===== src/rtl/dab_fig_record_parser_assert.svh =====
// ----------------------------------------------------------------------------
// dab_fig_record_parser assertion macros
// shared concurrent assertion forms, sampled on clk, held off during reset
// ----------------------------------------------------------------------------
`ifndef DAB_FIG_RECORD_PARSER_ASSERT_SVH
`define DAB_FIG_RECORD_PARSER_ASSERT_SVH

// consequent must hold in the same cycle as the antecedent
`define DFRP_ASSERT_SAME(label, ante, cons, msg) \
    label: assert property (@(posedge clk) disable iff (!rst_n) (ante) |-> (cons)) \
        else $error(msg);

// consequent must hold in the cycle after the antecedent
`define DFRP_ASSERT_NEXT(label, ante, cons, msg) \
    label: assert property (@(posedge clk) disable iff (!rst_n) (ante) |=> (cons)) \
        else $error(msg);

`endif


===== src/rtl/dfrp_pkg.sv =====
// ----------------------------------------------------------------------------
// dfrp_pkg
// types and constants shared by the type 0 FIG record parser
// ----------------------------------------------------------------------------
`default_nettype none

package dfrp_pkg;

    localparam int unsigned DATA_BYTES_DEF = 30;

    localparam logic [4:0] FIB_LAST_POS = 5'd31;
    localparam logic [7:0] END_MARKER   = 8'hff;

    localparam logic [4:0] EXT_ENSEMBLE   = 5'd0;
    localparam logic [4:0] EXT_SUBCHANNEL = 5'd1;
    localparam logic [4:0] EXT_SERVICE    = 5'd2;

    localparam logic [2:0] ENS_FIELD_BYTES = 3'd3;
    localparam logic [2:0] SUB_SHORT_BYTES = 3'd2;
    localparam logic [2:0] SID_SHORT_BYTES = 3'd2;
    localparam logic [2:0] SID_LONG_BYTES  = 3'd4;

    localparam logic [1:0] KIND_ENSEMBLE   = 2'd0;
    localparam logic [1:0] KIND_SUBCHANNEL = 2'd1;
    localparam logic [1:0] KIND_COMPONENT  = 2'd2;

    typedef enum logic [2:0] {
        PH_HEADER    = 3'd0,
        PH_EXTENSION = 3'd1,
        PH_SKIP      = 3'd2,
        PH_ENSEMBLE  = 3'd3,
        PH_SUBCHAN   = 3'd4,
        PH_SERVICE   = 3'd5,
        PH_COUNT     = 3'd6,
        PH_COMPONENT = 3'd7
    } phase_t;

    typedef struct packed {
        logic [1:0]  record_kind;
        logic [15:0] ensemble_id;
        logic [4:0]  frame_count_high;
        logic [7:0]  frame_count_low;
        logic [5:0]  subchannel_id;
        logic [9:0]  start_address;
        logic        long_form;
        logic [5:0]  table_index;
        logic [4:0]  protection_level;
        logic [9:0]  subchannel_size;
        logic [5:0]  component_type;
    } record_t;

endpackage

`default_nettype wire


===== src/rtl/dab_fig_record_parser.sv =====
// ----------------------------------------------------------------------------
// dab_fig_record_parser
// type 0 FIG record extraction from a 32-byte fast information block
//
//   channel | direction | payload                         | handshake
//   --------+-----------+---------------------------------+--------------------
//   input   | in        | block_byte, start, crc_good     | in_valid/in_ready
//   output  | out       | record fields, one per result   | out_valid/out_ready
//
// one FIB byte is taken per cycle while in_ready is high; each record is registered
// in the output slot, or in the skid register while the output stalls; the field decode
// is a single pass from the state registers to the result slot; in_ready drops only while
// both output slots (output and skid register) are full; asynchronous reset clears the
// parser state and both slots
`default_nettype none

module dab_fig_record_parser
    import dfrp_pkg::*;
#(
    parameter int unsigned DATA_BYTES = DATA_BYTES_DEF
)
(
    input  wire logic        clk,
    input  wire logic        rst_n,
    input  wire logic        in_valid,
    output logic             in_ready,
    input  wire logic [7:0]  block_byte,
    input  wire logic        block_start,
    input  wire logic        block_crc_good,
    output logic             out_valid,
    input  wire logic        out_ready,
    output logic [1:0]       record_kind,
    output logic [15:0]      ensemble_id,
    output logic [4:0]       frame_count_high,
    output logic [7:0]       frame_count_low,
    output logic [5:0]       subchannel_id,
    output logic [9:0]       start_address,
    output logic             long_form,
    output logic [5:0]       table_index,
    output logic [4:0]       protection_level,
    output logic [9:0]       subchannel_size,
    output logic [5:0]       component_type
);

    logic    accept;
    logic    res_valid;
    record_t res;
    logic    space;
    record_t out_data;

    assign in_ready = space;
    assign accept   = in_valid && space;

    dfrp_decoder #(
        .DATA_BYTES (DATA_BYTES)
    ) u_decoder (
        .clk            (clk),
        .rst_n          (rst_n),
        .accept         (accept),
        .block_byte     (block_byte),
        .block_start    (block_start),
        .block_crc_good (block_crc_good),
        .res_valid      (res_valid),
        .res            (res)
    );

    dfrp_out_buf u_out_buf (
        .clk       (clk),
        .rst_n     (rst_n),
        .push      (res_valid),
        .push_data (res),
        .space     (space),
        .out_valid (out_valid),
        .out_ready (out_ready),
        .out_data  (out_data)
    );

    assign record_kind      = out_data.record_kind;
    assign ensemble_id      = out_data.ensemble_id;
    assign frame_count_high = out_data.frame_count_high;
    assign frame_count_low  = out_data.frame_count_low;
    assign subchannel_id    = out_data.subchannel_id;
    assign start_address    = out_data.start_address;
    assign long_form        = out_data.long_form;
    assign table_index      = out_data.table_index;
    assign protection_level = out_data.protection_level;
    assign subchannel_size  = out_data.subchannel_size;
    assign component_type   = out_data.component_type;

endmodule

`default_nettype wire


===== src/rtl/dfrp_decoder.sv =====
// ----------------------------------------------------------------------------
// dfrp_decoder
// per-byte FIB walker: group headers, type 0 extension 0/1/2 field decode
// ----------------------------------------------------------------------------
`default_nettype none

module dfrp_decoder
    import dfrp_pkg::*;
#(
    parameter int unsigned DATA_BYTES = DATA_BYTES_DEF
)
(
    input  wire logic       clk,
    input  wire logic       rst_n,
    input  wire logic       accept,
    input  wire logic [7:0] block_byte,
    input  wire logic       block_start,
    input  wire logic       block_crc_good,
    output logic            res_valid,
    output record_t         res
);

`include "dab_fig_record_parser_assert.svh"

    localparam logic [4:0] DATA_LIMIT = 5'(DATA_BYTES);

    logic [4:0]  pos_reg,    pos_next;
    logic        active_reg, active_next;
    logic [4:0]  left_reg,   left_next;
    phase_t      phase_reg,  phase_next;
    logic        dsf_reg,    dsf_next;
    logic [2:0]  fbi_reg,    fbi_next;
    logic [23:0] shift_reg,  shift_next;
    logic [3:0]  comp_reg,   comp_next;

    // state as seen by this byte, a block start clears everything but takes active from block_crc_good
    phase_t      cur_phase;
    logic [4:0]  cur_left;
    logic        cur_dsf;
    logic [2:0]  cur_fbi;
    logic [23:0] cur_shift;
    logic [3:0]  cur_comp;
    logic [4:0]  pos_step;
    logic        active_step;
    logic        parse_en;
    logic [4:0]  left_dec;
    logic [2:0]  fbi_inc;
    logic [23:0] shift_push;
    logic [3:0]  comp_dec;
    logic [7:0]  held_byte;

    always_comb
    begin
        cur_phase = block_start ? PH_HEADER : phase_reg;
        cur_left  = block_start ? 5'd0  : left_reg;
        cur_dsf   = block_start ? 1'b0  : dsf_reg;
        cur_fbi   = block_start ? 3'd0  : fbi_reg;
        cur_shift = block_start ? 24'd0 : shift_reg;
        cur_comp  = block_start ? 4'd0  : comp_reg;
        if (block_start)
        begin
            pos_step    = 5'd0;
            active_step = block_crc_good;
        end
        else if (pos_reg < FIB_LAST_POS)
        begin
            pos_step    = pos_reg + 5'd1;
            active_step = active_reg;
        end
        else
        begin
            pos_step    = pos_reg;
            active_step = 1'b0;
        end
    end

    assign parse_en   = active_step && (pos_step < DATA_LIMIT);
    assign left_dec   = cur_left - 5'd1;
    assign fbi_inc    = cur_fbi + 3'd1;
    assign shift_push = {cur_shift[15:0], block_byte};
    assign comp_dec   = cur_comp - 4'd1;
    assign held_byte  = cur_shift[7:0];

    // next state
    always_comb
    begin
        pos_next    = pos_reg;
        active_next = active_reg;
        left_next   = left_reg;
        phase_next  = phase_reg;
        dsf_next    = dsf_reg;
        fbi_next    = fbi_reg;
        shift_next  = shift_reg;
        comp_next   = comp_reg;
        if (accept)
        begin
            pos_next    = pos_step;
            active_next = active_step;
            left_next   = cur_left;
            phase_next  = cur_phase;
            dsf_next    = cur_dsf;
            fbi_next    = cur_fbi;
            shift_next  = cur_shift;
            comp_next   = cur_comp;
            if (parse_en)
            begin
                if (cur_phase == PH_HEADER)
                begin
                    if (block_byte == END_MARKER)
                    begin
                        active_next = 1'b0;
                    end
                    else if (block_byte[4:0] != 5'd0)
                    begin
                        left_next  = block_byte[4:0];
                        phase_next = (block_byte[7:5] == 3'd0) ? PH_EXTENSION : PH_SKIP;
                    end
                end
                else
                begin
                    left_next = left_dec;
                    unique case (cur_phase)
                        PH_EXTENSION:
                        begin
                            dsf_next   = block_byte[5];
                            fbi_next   = 3'd0;
                            shift_next = 24'd0;
                            priority if (block_byte[4:0] == EXT_ENSEMBLE)
                                phase_next = PH_ENSEMBLE;
                            else if (block_byte[4:0] == EXT_SUBCHANNEL)
                                phase_next = PH_SUBCHAN;
                            else if (block_byte[4:0] == EXT_SERVICE)
                                phase_next = PH_SERVICE;
                            else
                                phase_next = PH_SKIP;
                        end
                        PH_ENSEMBLE:
                        begin
                            if (cur_fbi < ENS_FIELD_BYTES)
                            begin
                                shift_next = shift_push;
                                fbi_next   = fbi_inc;
                            end
                            else
                            begin
                                phase_next = PH_SKIP;
                            end
                        end
                        PH_SUBCHAN:
                        begin
                            if (cur_fbi < SUB_SHORT_BYTES ||
                                (cur_fbi == SUB_SHORT_BYTES && block_byte[7]))
                            begin
                                shift_next = shift_push;
                                fbi_next   = fbi_inc;
                            end
                            else
                            begin
                                fbi_next   = 3'd0;
                                shift_next = 24'd0;
                            end
                        end
                        PH_SERVICE:
                        begin
                            fbi_next = fbi_inc;
                            if (fbi_inc >= (cur_dsf ? SID_LONG_BYTES : SID_SHORT_BYTES))
                            begin
                                fbi_next   = 3'd0;
                                phase_next = PH_COUNT;
                            end
                        end
                        PH_COUNT:
                        begin
                            comp_next  = block_byte[3:0];
                            fbi_next   = 3'd0;
                            shift_next = 24'd0;
                            phase_next = (block_byte[3:0] != 4'd0) ? PH_COMPONENT : PH_SERVICE;
                        end
                        PH_COMPONENT:
                        begin
                            if (cur_fbi == 3'd0)
                            begin
                                shift_next = shift_push;
                                fbi_next   = fbi_inc;
                            end
                            else
                            begin
                                fbi_next   = 3'd0;
                                shift_next = 24'd0;
                                comp_next  = comp_dec;
                                if (comp_dec == 4'd0)
                                    phase_next = PH_SERVICE;
                            end
                        end
                        default:
                        begin
                            // skipped group body, nothing to pick up
                        end
                    endcase
                    // group exhausted, whatever was part-way is dropped
                    if (left_dec == 5'd0)
                    begin
                        phase_next = PH_HEADER;
                        fbi_next   = 3'd0;
                        shift_next = 24'd0;
                        comp_next  = 4'd0;
                    end
                end
            end
        end
    end

    // result of this byte
    always_comb
    begin
        res_valid = 1'b0;
        res       = '0;
        if (accept && parse_en && cur_phase != PH_HEADER)
        begin
            unique case (cur_phase)
                PH_ENSEMBLE:
                begin
                    if (!(cur_fbi < ENS_FIELD_BYTES))
                    begin
                        res_valid            = 1'b1;
                        res.record_kind      = KIND_ENSEMBLE;
                        res.ensemble_id      = cur_shift[23:8];
                        res.frame_count_high = cur_shift[4:0];
                        res.frame_count_low  = block_byte;
                    end
                end
                PH_SUBCHAN:
                begin
                    if (cur_fbi == SUB_SHORT_BYTES && !block_byte[7])
                    begin
                        res_valid         = 1'b1;
                        res.record_kind   = KIND_SUBCHANNEL;
                        res.subchannel_id = cur_shift[15:10];
                        res.start_address = cur_shift[9:0];
                        res.table_index   = block_byte[5:0];
                    end
                    else if (cur_fbi > SUB_SHORT_BYTES)
                    begin
                        res_valid            = 1'b1;
                        res.record_kind      = KIND_SUBCHANNEL;
                        res.subchannel_id    = cur_shift[23:18];
                        res.start_address    = cur_shift[17:8];
                        res.long_form        = 1'b1;
                        res.protection_level = {held_byte[6:4], held_byte[3:2]};
                        res.subchannel_size  = {held_byte[1:0], block_byte};
                    end
                end
                PH_COMPONENT:
                begin
                    // only TMid 0 (audio stream) components are reported
                    if (cur_fbi != 3'd0 && held_byte[7:6] == 2'd0)
                    begin
                        res_valid          = 1'b1;
                        res.record_kind    = KIND_COMPONENT;
                        res.subchannel_id  = block_byte[7:2];
                        res.component_type = held_byte[5:0];
                    end
                end
                default:
                begin
                    res_valid = 1'b0;
                end
            endcase
        end
    end

    always_ff @(posedge clk or negedge rst_n)
    begin
        if (!rst_n)
        begin
            pos_reg    <= 5'd0;
            active_reg <= 1'b0;
            left_reg   <= 5'd0;
            phase_reg  <= PH_HEADER;
            dsf_reg    <= 1'b0;
            fbi_reg    <= 3'd0;
            shift_reg  <= 24'd0;
            comp_reg   <= 4'd0;
        end
        else
        begin
            pos_reg    <= pos_next;
            active_reg <= active_next;
            left_reg   <= left_next;
            phase_reg  <= phase_next;
            dsf_reg    <= dsf_next;
            fbi_reg    <= fbi_next;
            shift_reg  <= shift_next;
            comp_reg   <= comp_next;
        end
    end

    `DFRP_ASSERT_SAME(a_body_has_bytes, phase_reg != PH_HEADER, left_reg != 5'd0,
        "group body phase with no bytes left")
    `DFRP_ASSERT_SAME(a_component_count, phase_reg == PH_COMPONENT, comp_reg != 4'd0,
        "component phase with zero components left")
    `DFRP_ASSERT_SAME(a_field_index_range, 1'b1, fbi_reg <= 3'd3,
        "field byte index out of range")

endmodule

`default_nettype wire


===== src/rtl/dfrp_out_buf.sv =====
// ----------------------------------------------------------------------------
// dfrp_out_buf
// two-slot result buffer: output register plus skid register
// ----------------------------------------------------------------------------
`default_nettype none

module dfrp_out_buf
    import dfrp_pkg::*;
(
    input  wire logic    clk,
    input  wire logic    rst_n,
    input  wire logic    push,
    input  wire record_t push_data,
    output logic         space,
    output logic         out_valid,
    input  wire logic    out_ready,
    output record_t      out_data
);

`include "dab_fig_record_parser_assert.svh"

    logic    out_valid_reg,  out_valid_next;
    logic    skid_valid_reg, skid_valid_next;
    record_t out_reg,        out_next;
    record_t skid_reg,       skid_next;
    logic    pop;

    assign pop       = out_valid_reg && out_ready;
    assign space     = !skid_valid_reg;
    assign out_valid = out_valid_reg;
    assign out_data  = out_reg;

    always_comb
    begin
        out_valid_next  = out_valid_reg;
        skid_valid_next = skid_valid_reg;
        out_next        = out_reg;
        skid_next       = skid_reg;
        if (!out_valid_reg || pop)
        begin
            if (skid_valid_reg)
            begin
                out_next        = skid_reg;
                out_valid_next  = 1'b1;
                skid_valid_next = push;
                skid_next       = push_data;
            end
            else
            begin
                out_valid_next = push;
                out_next       = push_data;
            end
        end
        else if (push)
        begin
            // output stalled, park the new transaction
            skid_valid_next = 1'b1;
            skid_next       = push_data;
        end
    end

    always_ff @(posedge clk or negedge rst_n)
    begin
        if (!rst_n)
        begin
            out_valid_reg  <= 1'b0;
            skid_valid_reg <= 1'b0;
        end
        else
        begin
            out_valid_reg  <= out_valid_next;
            skid_valid_reg <= skid_valid_next;
        end
    end

    always_ff @(posedge clk)
    begin
        out_reg  <= out_next;
        skid_reg <= skid_next;
    end

    `DFRP_ASSERT_SAME(a_skid_behind_out, skid_valid_reg, out_valid_reg,
        "skid slot full while output slot empty")
    `DFRP_ASSERT_NEXT(a_stall_parks, out_valid_reg && !out_ready && push, skid_valid_reg,
        "result pushed during a stall was not parked")
    `DFRP_ASSERT_NEXT(a_drain_empties, pop && !skid_valid_reg && !push, !out_valid_reg,
        "output still valid after its last transaction left")

endmodule

`default_nettype wire

===== config.mk =====
export PLATFORM = sky130hd
export DESIGN_NAME = dab_fig_record_parser
export DESIGN_NICKNAME = d
export VERILOG_FILES = /design/src/rtl/dfrp_pkg.sv /design/src/rtl/dab_fig_record_parser.sv /design/src/rtl/dfrp_decoder.sv /design/src/rtl/dfrp_out_buf.sv
export VERILOG_INCLUDE_DIRS = /design/src /design/src/rtl
export SDC_FILE = /design/constraint.sdc
export NUM_CORES = 1
export LEC_CHECK = 0
export BUFFER_PORTS_ARGS = -buffer_cell sky130_fd_sc_hd__buf_4
export CAP_MARGIN = 20
export CORE_MARGIN = 4
export CORE_UTILIZATION = 50
export CTS_CLUSTER_SIZE = 30
export DETAILED_ROUTE_END_ITERATION = 7
export PLACE_DENSITY = 0.79
export SYNTH_ARGS = -nofsm -noshare
export SYNTH_HDL_FRONTEND = slang
export SYNTH_SLANG_ARGS = --single-unit

===== constraint.sdc =====
create_clock -name clk -period 8.34 [get_ports clk]
set_input_delay 1.251 -clock clk [delete_from_list [all_inputs] [get_ports clk]]
set_output_delay 1.251 -clock clk [all_outputs]
set_load 0.02 [all_outputs]

# After elaboration in Yosys (flattened, before gate mapping)
# Index checks and enable logic that the tools add are counted.
[op_classes] addsub=4 order_cmp=6 eq_ne=11 n_mux=88 n_reduce_logical=27
[op_table] operator="two-way mux 75 bit" n=5
[op_table] operator="two-way mux 24 bit" n=7
[op_table] operator="one-hot mux 24 bit (4 select lines)" n=1
[op_table] operator="two-way mux 3 bit" n=22
[op_table] operator="two-way mux 29 bit" n=2
[op_table] operator="two-way mux 5 bit" n=7
[op_table] operator="two-way mux 32 bit" n=1
[op_table] operator="two-way mux 15 bit" n=2
[op_table] operator="one-hot mux 3 bit (5 select lines)" n=2
[op_table] operator="two-way mux 6 bit" n=4
[op_table] operator="two-way mux 1 bit" n=21
[op_table] operator="two-way mux 4 bit" n=5
[op_table] operator="two-way mux 17 bit" n=1
[op_table] operator="two-way mux 16 bit" n=1
[op_table] operator="== test 3 bit (second input constant)" n=4
[op_table] operator="one-hot mux 6 bit (2 select lines)" n=1
[op_table] operator="zero test 5 bit" n=2
[op_table] operator="< comparator 5 bit (second input constant)" n=2
[op_table] operator="zero test 3 bit" n=3
[op_table] operator="== test 8 bit (second input constant)" n=1
[op_table] operator="logical AND 1 bit" n=8
[op_table] operator="one-hot mux 4 bit (2 select lines)" n=1
[op_table] operator="== test 3 x 2 -> 1 bit (second input constant)" n=2
[op_table] operator="< comparator 3 x 2 -> 1 bit (second input constant)" n=2
[op_table] operator="23 further kinds" n=29
[totals] reg_bits=198 in_bits=14 output_inout_bits=77 word_cells=168

# Logic depth before layout (Yosys ltp)
# Gate-level depths: netlist (run 1).
[logic_depth] word_depth=10 mapped_depth=16 depth_no_buf=11

# By module
# A second synthesis (run 1) with hierarchy kept.
[hier_totals] hier_cells=737 hier_area_um2=9318.9
[by_module_without_submodules] mod="dfrp_out_buf" instances=1 cells_per_inst=242 area_each_um2=5531.6 seq_area_each_um2=4554.4
[by_module_without_submodules] mod="dfrp_decoder" instances=1 cells_per_inst=494 area_each_um2=3781.1 seq_area_each_um2=1151.1
[by_module_without_submodules] mod="dab_fig_record_parser" instances=1 cells_per_inst=1 area_each_um2=6.3 seq_area_each_um2=0.0

# Worst setup path before layout (run 1)
# No wires, ideal clock.
[synth_timing] path_type="input port to flip-flop" startpoint="in block_start" endpoint="reg u_out_buf.skid_reg[0] (netlist name), enable pin" setup_time_ns=0.612 arrival_ns=8.716 required_ns=7.728 path_slack_ns=-0.988 path_stages=14 path_buffers=5 path_cell_list="buf_6 -> buf_2 -> buf_2 -> clkbuf_1 -> clkbuf_1 -> nand2b_1 -> inv_1 -> ha_1 -> nand2b_1 -> a21oi_1 -> o21ai_0 -> nand2_1 -> nand2_1 -> o21ai_0"
[synth_via] elab_chain_cells=8 elab_cells_between_ends=28 classes_between="order compare (3); eq/ne (4); mux (11); reduce/logical (10)"
[synth_lines] item="start: declaration" line_no="dab_fig_record_parser.sv:28" rtl="input wire logic block_start,"
[synth_lines] item="two-way mux 3 bit, or another cell as far along" line_no="dfrp_decoder.sv:57" rtl="cur_fbi = block_start ? 3'd0 : fbi_reg;"
[synth_lines] item="greater-than comparator 3 x 2 -> 1 bit, or another cell as far along" line_no="dfrp_decoder.sv:242" rtl="else if (cur_fbi > SUB_SHORT_BYTES)"
[synth_lines] item="two-way mux 1 bit, or another cell as far along" line_no="dfrp_decoder.sv:242"
[synth_lines] item="two-way mux 1 bit, or another cell as far along" line_no="dfrp_decoder.sv:234" rtl="if (cur_fbi == SUB_SHORT_BYTES && !block_byte[7])"
[synth_lines] item="one-hot mux 1 bit (3 select lines) or logical AND 1 bit (tied branches)" line_no="dfrp_decoder.sv:220, dfrp_decoder.sv:218"
[synth_lines] item="two-way mux 1 bit *" line_no="dfrp_decoder.sv:218" rtl="if (accept && parse_en && cur_phase != PH_HEADER)"
[synth_lines] item="nonzero test 2 bit (no source line) *"
[synth_lines] item="AND reduction 2 bit (no source line) *"
[synth_lines] item="end signal: assignment" line_no="dfrp_out_buf.sv:79" rtl="skid_reg <= skid_next;"
[synth_lines] item="end: declaration" line_no="dfrp_out_buf.sv:25" rtl="record_t skid_reg, skid_next;"
# Mark *: on every way between the ends. The rest lies on a longest branch, timed or not.
# A chain may end at the register's enable or synchronous reset.

# Final worst setup path (run 1)
[layout_timing] startpoint="in block_start" endpoint="reg u_out_buf.skid_reg[29] (netlist name), enable pin"
# Same word-level chain as after synthesis.

==> flow_summary_export.csv, run 1 <==
group,metric,value,unit
floorplan,start_util,0.514,
cells_and_area,finalInstanceArea,11100,sq um
clock_tree,ctsHtreeMaxLevel,4,
timing,setup_ws,3880,ps
yosys,synth.most_common_cell,"edfxtp_1",
timing,hold-worst-slack,492,ps
place,port_buffers,90,
clock_tree,clock_path_buffers,2,
grt,grt_usage,0.233,
drt,drt_iter0_drc,1036,
yosys,synth_edf_count,150,
pwr,powerDensity,187,nW/um^2
worst_setup_path,path_buf_inv,3,
worst_setup_path,cp_top_family,"buffers and inverters",
yosys,async_reset_ff_frac,0.242,
yosys,synth_nets,887,
worst_setup_path,arrival,4530,ps
pwr,power_switching,550,uW
worst_setup_path,crit_path_max_incr_delay,780,ps
cells_and_area,final_layout_size_suffix_gt1_frac,0.165,
clock_tree,tritoncts,"done",
worst_setup_path,regToRegStartpoint,"u_decoder.phase_reg[2]$_DFFE_PN0P_",
run_status,status,"finished with violations",
pwr,power_frac_comb,0.079,
clock_tree,cts_made_buffers,17,
worst_setup_path,crit_start,"block_start",
drt,ant_nets,0,
clock_tree,postCtsSetupBuffers,0,
timing,period_share,0.535,
floorplan,dieArea,21700,sq um
grt,grt_pass1_wl,39700,um
yosys,netlist_top_cells_count,"edfxtp_1 (150), nor2_1 (87), nand2_1 (69)",
grt,grt_start_max_net_pins,81,
place,hpwl,16500,um
clock_tree,cts_sinks,198,
yosys,synthCells,864,
yosys,synth_ff_type,"edfxtp_1",
timing,relSlewSlack,0.310,
timing,rsz0062_at_grt,"no",
pwr,p_sw_frac,0.265,
drt,avgRoutedWirePerCell,21.2,um
pwr,leakage,0.00506,uW
pwr,seqPwrFrac,0.524,
clock_tree,hold_buffers,0,
worst_setup_path,crit_chain,"buf_4 -> nand2b_1 -> inv_1 -> ha_1 -> nand2b_1 -> a21oi_2 -> o21ai_0 -> nand2_1 -> nand2_1 -> o21ai_4 -> buf_4",
pwr,vdd_drop_max,0.000137,V
timing,period_needed,4460,ps
drt,drtPass1Iterations,8,
drt,vias,7531,
timing,worst_pin_slew,1030,ps
yosys,mappedNetlistArea,9700,sq um
worst_setup_path,cp_max_fo,80,
yosys,yosys_warnings,0,
floorplan,core_area,18900,sq um
worst_setup_path,cp.depth,11,
worst_setup_path,rrSetupSlack,4390,ps
cells_and_area,fill_cells,1552,
worst_setup_path,slowest_stage,"buf_4",
yosys,yosysTopAreaCellShare,0.464,
cells_and_area,diodes,0,
timing,finalSetupTns,0,ps
yosys,synth_cell_types,70,
pwr,power.internal,1530,uW
drt,totalWireLength,25300,um
run_status,violations,"design-rule violations",
place,placed_area,10500,sq um
yosys,avgSynthCellArea,11.2,sq um
clock_tree,cts-root-buf,"clkbuf_16",
drt,vias_per_cell,6.32,
place,routabilityCongestion,0.976,
run,maxCapViolCount,0,
grt,antenna_found_initial,0,
worst_setup_path,setup.worst_path.end_class,"flop",
timing,fmax,0.224,GHz
grt,grt_pass1_vias,7267,
cells_and_area,nets,942,
floorplan,fp.dieH,147,um
floorplan,io-pin-count,91,
worst_setup_path,r2r_cells,7,
pwr,pwr-share-clk,0.397,
yosys,synth_top_cell_by_area,"edfxtp_1",
worst_setup_path,r2r_end,"u_out_buf.skid_reg[29]$_DFFE_PP_",
floorplan,die_x,147,um
place,place_ws,3480,ps
timing,fin_skew,8.41,ps
drt,drc,1,
worst_setup_path,critPathRequiredTime,8410,ps
yosys,synth_seq_area_share,0.588,
worst_setup_path,crit_end,"u_out_buf.skid_reg[29]$_DFFE_PP_",
worst_setup_path,worst_setup_path_start_kind,"primary input",
timing,finalHoldViolCount,0,
yosys,synth-seq-cells,198,
clock_tree,post_cts_resized,0,
worst_setup_path,path_class,"primary input to flop",
grt,overflow,0,
timing,setup_viol,0,
floorplan,row_count,50,
clock_tree,path_clk_slew,80,ps
timing,finalMaxSlewViolations,0,
clock_tree,clock_latency,450,ps
cells_and_area,area_growth_syn_to_layout,14.8,%
hold_path,worstHoldPathType,"flop to flop",
yosys,yosys-top-cells-area,"edfxtp_1 (46%), dfrtp_1 (12%), a21o_1 (5.0%)",
-- cells by family (layout without fill, tap and decap cells) --
| group | count (synthesis) | in the layout | synth area share |
|---|---|---|---|
| XOR/XNOR | 5 | 5 | 0.00451 |
| AND/OR/NAND/NOR | 284 | 284 | 0.144 |
| flip-flops | 198 | 198 | 0.588 |
| AO/OA/AOI/OAI | 270 | 270 | 0.197 |
| buffers and inverters | 79 | 147 | 0.0352 |
| multiplexers | 19 | 19 | 0.0199 |
| adder cells (fa/ha/maj) | 9 | 9 | 0.0116 |
-- cells in the final DEF (no fill, tap or decap), types with 3 or more instances in the layout --
master     instances
nand2b_1          25
o31ai_1            5
inv_1             12
nor2_1            87
o2bb2ai_1          8
a211oi_1           9
nor4_1             4
clkinv_8           4
and3_1            31
o221ai_1           8
inv_6              3
buf_4            102
a222oi_1           6
mux2i_1           17
o21ai_0           54
a21oi_1           36
nor2b_1           15
o22ai_1            3
nand4_1           11
a32o_1             3
inv_8              4
dfrtp_1           47
a21o_1            65
a22o_1            14
a31oi_1            7
a22oi_1           11
edfxtp_1         150
o21a_1             4
clkbuf_16         17
nor3b_1            4
o21bai_1           4
xnor2_1            5
nand2_1           69
nor3_1            10
ha_1               9
and2_1             4
nand4b_1           3
nand3_1            7
-- power groups by stage --
stage	Clock, uW	Sequential (uW)	Combinational [uW]
after floorplan	0	1100	114
after global placement	0	1110	157
after detailed placement	0	1110	161
after CTS	832	1090	161
after global routing	880	1090	179
final	826	1090	164
-- worst min-delay path by stage --
stage / start / endpoint / slack [ps] / cells after the start
3_3_place_gp: u_decoder.dsf_reg$_DFFE_PN0P_ / u_decoder.dsf_reg$_DFFE_PN0P_ / 460 / 1
6_report: u_decoder.dsf_reg$_DFFE_PN0P_ / u_decoder.dsf_reg$_DFFE_PN0P_ / 490 / 1
5_1_grt: u_decoder.dsf_reg$_DFFE_PN0P_ / u_decoder.dsf_reg$_DFFE_PN0P_ / 510 / 1
4_1_cts: u_decoder.dsf_reg$_DFFE_PN0P_ / u_decoder.dsf_reg$_DFFE_PN0P_ / 490 / 1
2_1_floorplan: u_decoder.dsf_reg$_DFFE_PN0P_ / u_decoder.dsf_reg$_DFFE_PN0P_ / 450 / 1
3_5_place_dp: u_decoder.dsf_reg$_DFFE_PN0P_ / u_decoder.dsf_reg$_DFFE_PN0P_ / 480 / 1
-- metrics by stage --
stage,total power [uW],util,cells
global placement,1270,0.558,1159
global route,2150,0.590,1192
CTS,2080,0.589,1191
detailed placement,1270,0.558,1159
finish,2080,0.590,1192
floorplan,1220,-,864
-- routing by layer --
metal | global-route usage | up-vias | part of all wire
met1 | 0.305 | 3614 | 0.39
met5 | 0 | - | 0
met3 | 0.0512 | 91 | 0.098
met4 | 0.105 | 0 | 0.045
li1 | - | 3363 | -
met2 | 0.374 | 463 | 0.47
-- layout make-up --
cell class / count / area, sq um / share of cell area
Clock buffer: 17 / 425 / 0.0382
Timing Repair Buffer: 103 / 773 / 0.0694
Clock inverter: 15 / 176 / 0.0158
Inverter: 12 / 45.0 / 0.00404
Multi-Input combinational cell: 587 / 3690 / 0.331
Tap cell: 260 / 325 / 0.0292
Sequential cell: 198 / 5710 / 0.512
Note: power is estimated with default switching activity, not from simulation.
==> run 2, diff against run 1 <==
==> constraint.sdc (replaced) <==
create_clock -name clk -period 3.75 [get_ports clk]
set_input_delay 0.5625 -clock clk [delete_from_list [all_inputs] [get_ports clk]]
set_output_delay 0.5625 -clock clk [all_outputs]
set_load 0.02 [all_outputs]
==> flow_summary_export.csv, run 2 (synthesis gave the netlist of run 1 again) <==
group,metric,value,unit
pwr,power.internal,3420,uW
cells_and_area,final_layout_size_suffix_gt1_frac,0.180,
cells_and_area,seqCellArea,5710,sq um
worst_setup_path,path_class,"flop to flop",
timing,period_needed,2920,ps
worst_setup_path,cp_max_fo,27,
drt,avgRoutedWirePerCell,21.3,um
drt,vias,7536,
clock_tree,hold_buffers,0,
grt,grt_start_max_net_pins,78,
floorplan,dieArea,21700,sq um
drt,totalWireLength,25700,um
grt,overflow,0,
cells_and_area,multiInputGateArea,3730,sq um
run_status,status,"completed",
clock_tree,post_cts_resized,0,
worst_setup_path,crit_path_max_incr_delay,450,ps
timing,rsz0062_at_grt,"no",
place,routabilityCongestion,0.973,
clock_tree,clock_latency,440,ps
cells_and_area,nets,956,
cells_and_area,diodes,0,
timing,fmax,0.342,GHz
floorplan,core_area,18900,sq um
place,place_ws,509,ps
floorplan,die_x,147,um
worst_setup_path,setup.worst_path.end_class,"flop",
pwr,power_frac_comb,0.081,
cells_and_area,fill_cells,1514,
pwr,powerDensity,413,nW/um^2
pwr,leakage,0.00510,uW
cells_and_area,final_cell_mix,"edfxtp_1 (150), buf_4 (116), nor2_1 (87), nand2_1 (68), a21o_1 (65)",
grt,grt_pass1_wl,40100,um
cells_and_area,final_common_cell,"edfxtp_1",
drt,drc,0,
worst_setup_path,crit_chain,"ha_1 -> and2_1 -> a2111o_1 -> o221ai_1 -> buf_4 -> nor3_2 -> buf_4 -> nand2_1 -> o21ai_0",
place,hpwl,17100,um
worst_setup_path,crit_start,"u_decoder.pos_reg[0]$_DFFE_PN0P_",
timing,relSlewSlack,0.467,
place,port_buffers,90,
floorplan,start_util,0.514,
clock_tree,clock_path_buffers,2,
clock_tree,path_clk_slew,80,ps
worst_setup_path,arrival,3080,ps
worst_setup_path,rrSetupSlack,830,ps
worst_setup_path,regToRegStartpoint,"u_decoder.pos_reg[0]$_DFFE_PN0P_",
cells_and_area,finalInstanceArea,11300,sq um
worst_setup_path,crit_top_cell,"buf_4",
clock_tree,cts_made_buffers,17,
clock_tree,tritoncts,"done",
timing,fin_skew,14.4,ps
pwr,power_switching,1250,uW
cells_and_area,stdcell_count,1206,
floorplan,fp.dieH,147,um
worst_setup_path,worst_setup_path_start_kind,"flop",
timing,period_share,0.779,
worst_setup_path,critPathRequiredTime,3910,ps
floorplan,row_count,50,
place,dp.cells,1174,
pwr,seqPwrFrac,0.518,
timing,setup_viol,0,
hold_path,worstHoldPathType,"primary input to async pin",
timing,finalHoldViolCount,0,
grt,grt_pass1_vias,7104,
cells_and_area,area_growth_syn_to_layout,16.6,%
drt,drtPass1Iterations,8,
clock_tree,cts-root-buf,"clkbuf_16",
run,maxCapViolCount,0,
clock_tree,cts_sinks,198,
pwr,p_sw_frac,0.268,
timing,worst_pin_slew,798,ps
timing,finalMaxSlewViolations,0,
floorplan,io-pin-count,91,
pwr,pwr-share-clk,0.401,
grt,antenna_found_initial,0,
worst_setup_path,slowest_stage,"dfrtp_1",
clock_tree,ctsHtreeMaxLevel,4,
clock_tree,postCtsSetupBuffers,0,
timing,setup_ws,830,ps
pwr,vdd_drop_max,0.000405,V
place,placed_area,10700,sq um
drt,vias_per_cell,6.25,
grt,grt_usage,0.237,
drt,ant_nets,0,
drt,drt_iter0_drc,984,
==> run 2: critical path: cells and delay by family (launching register included) <==
| family | cells | cell delay (ps) |
|---|---|---|
| AOI/OAI and AO/OA | 3 | 840 |
| and+or+nand+nor | 3 | 610 |
| buffers and inverters | 2 | 490 |
| DFF | 1 | 450 |
| adders and majority gates | 1 | 250 |
==> run 2: final timing paths <==
check,endpoint,cells after the start
min in group clk,u_out_buf.out_valid$_DFFE_PN0P_,3
hold / removal,u_decoder.left_reg[4]$_DFFE_PN0P_,1
setup reg to reg,u_out_buf.out_data[4]$_DFFE_PP_,9
setup / recovery,u_out_buf.out_data[4]$_DFFE_PP_,9
max in group asynchronous,u_out_buf.skid_valid_reg$_DFFE_PN0P_,1
hold reg to reg,u_decoder.dsf_reg$_DFFE_PN0P_,1
==> run 2: final cells by class <==
class | instances | area share
Sequential cell | 198 | 0.504
Clock inverter | 15 | 0.0176
Multi-Input combinational cell | 587 | 0.329
Clock buffer | 17 | 0.0376
Inverter | 12 | 0.00398
Tap cell | 260 | 0.0287
Timing Repair Buffer | 117 | 0.0787
==> run 2: layer usage <==
metal / share of wire / routed length (um) / GRT usage
met4: 0.048 / 1230 / 0.118
met5: 0 / 0 / 0
met3: 0.092 / 2380 / 0.0524
met1: 0.39 / 10100 / 0.317
met2: 0.47 / 12000 / 0.367
==> run 2: per-stage QoR <==
stage | utilization | hold slack, ps | total power, uW | TNS, ps
final | 0.599 | 144 | 4680 | 0
after detailed placement | 0.566 | 475 | 2830 | 0
after floorplan | - | 267 | 2710 | -14580
after global placement | 0.566 | 460 | 2820 | 0
after global routing | 0.599 | 188 | 4840 | 0
after CTS | 0.599 | 172 | 4680 | 0
==> run 2: power by group through the flow <==
stage	clock network, uW	registers [uW]	logic (uW)
after detailed placement	0	2470	364
after CTS	1890	2420	369
after global placement	0	2470	359
final	1880	2420	378
after global routing	2000	2430	410
after floorplan	0	2450	259
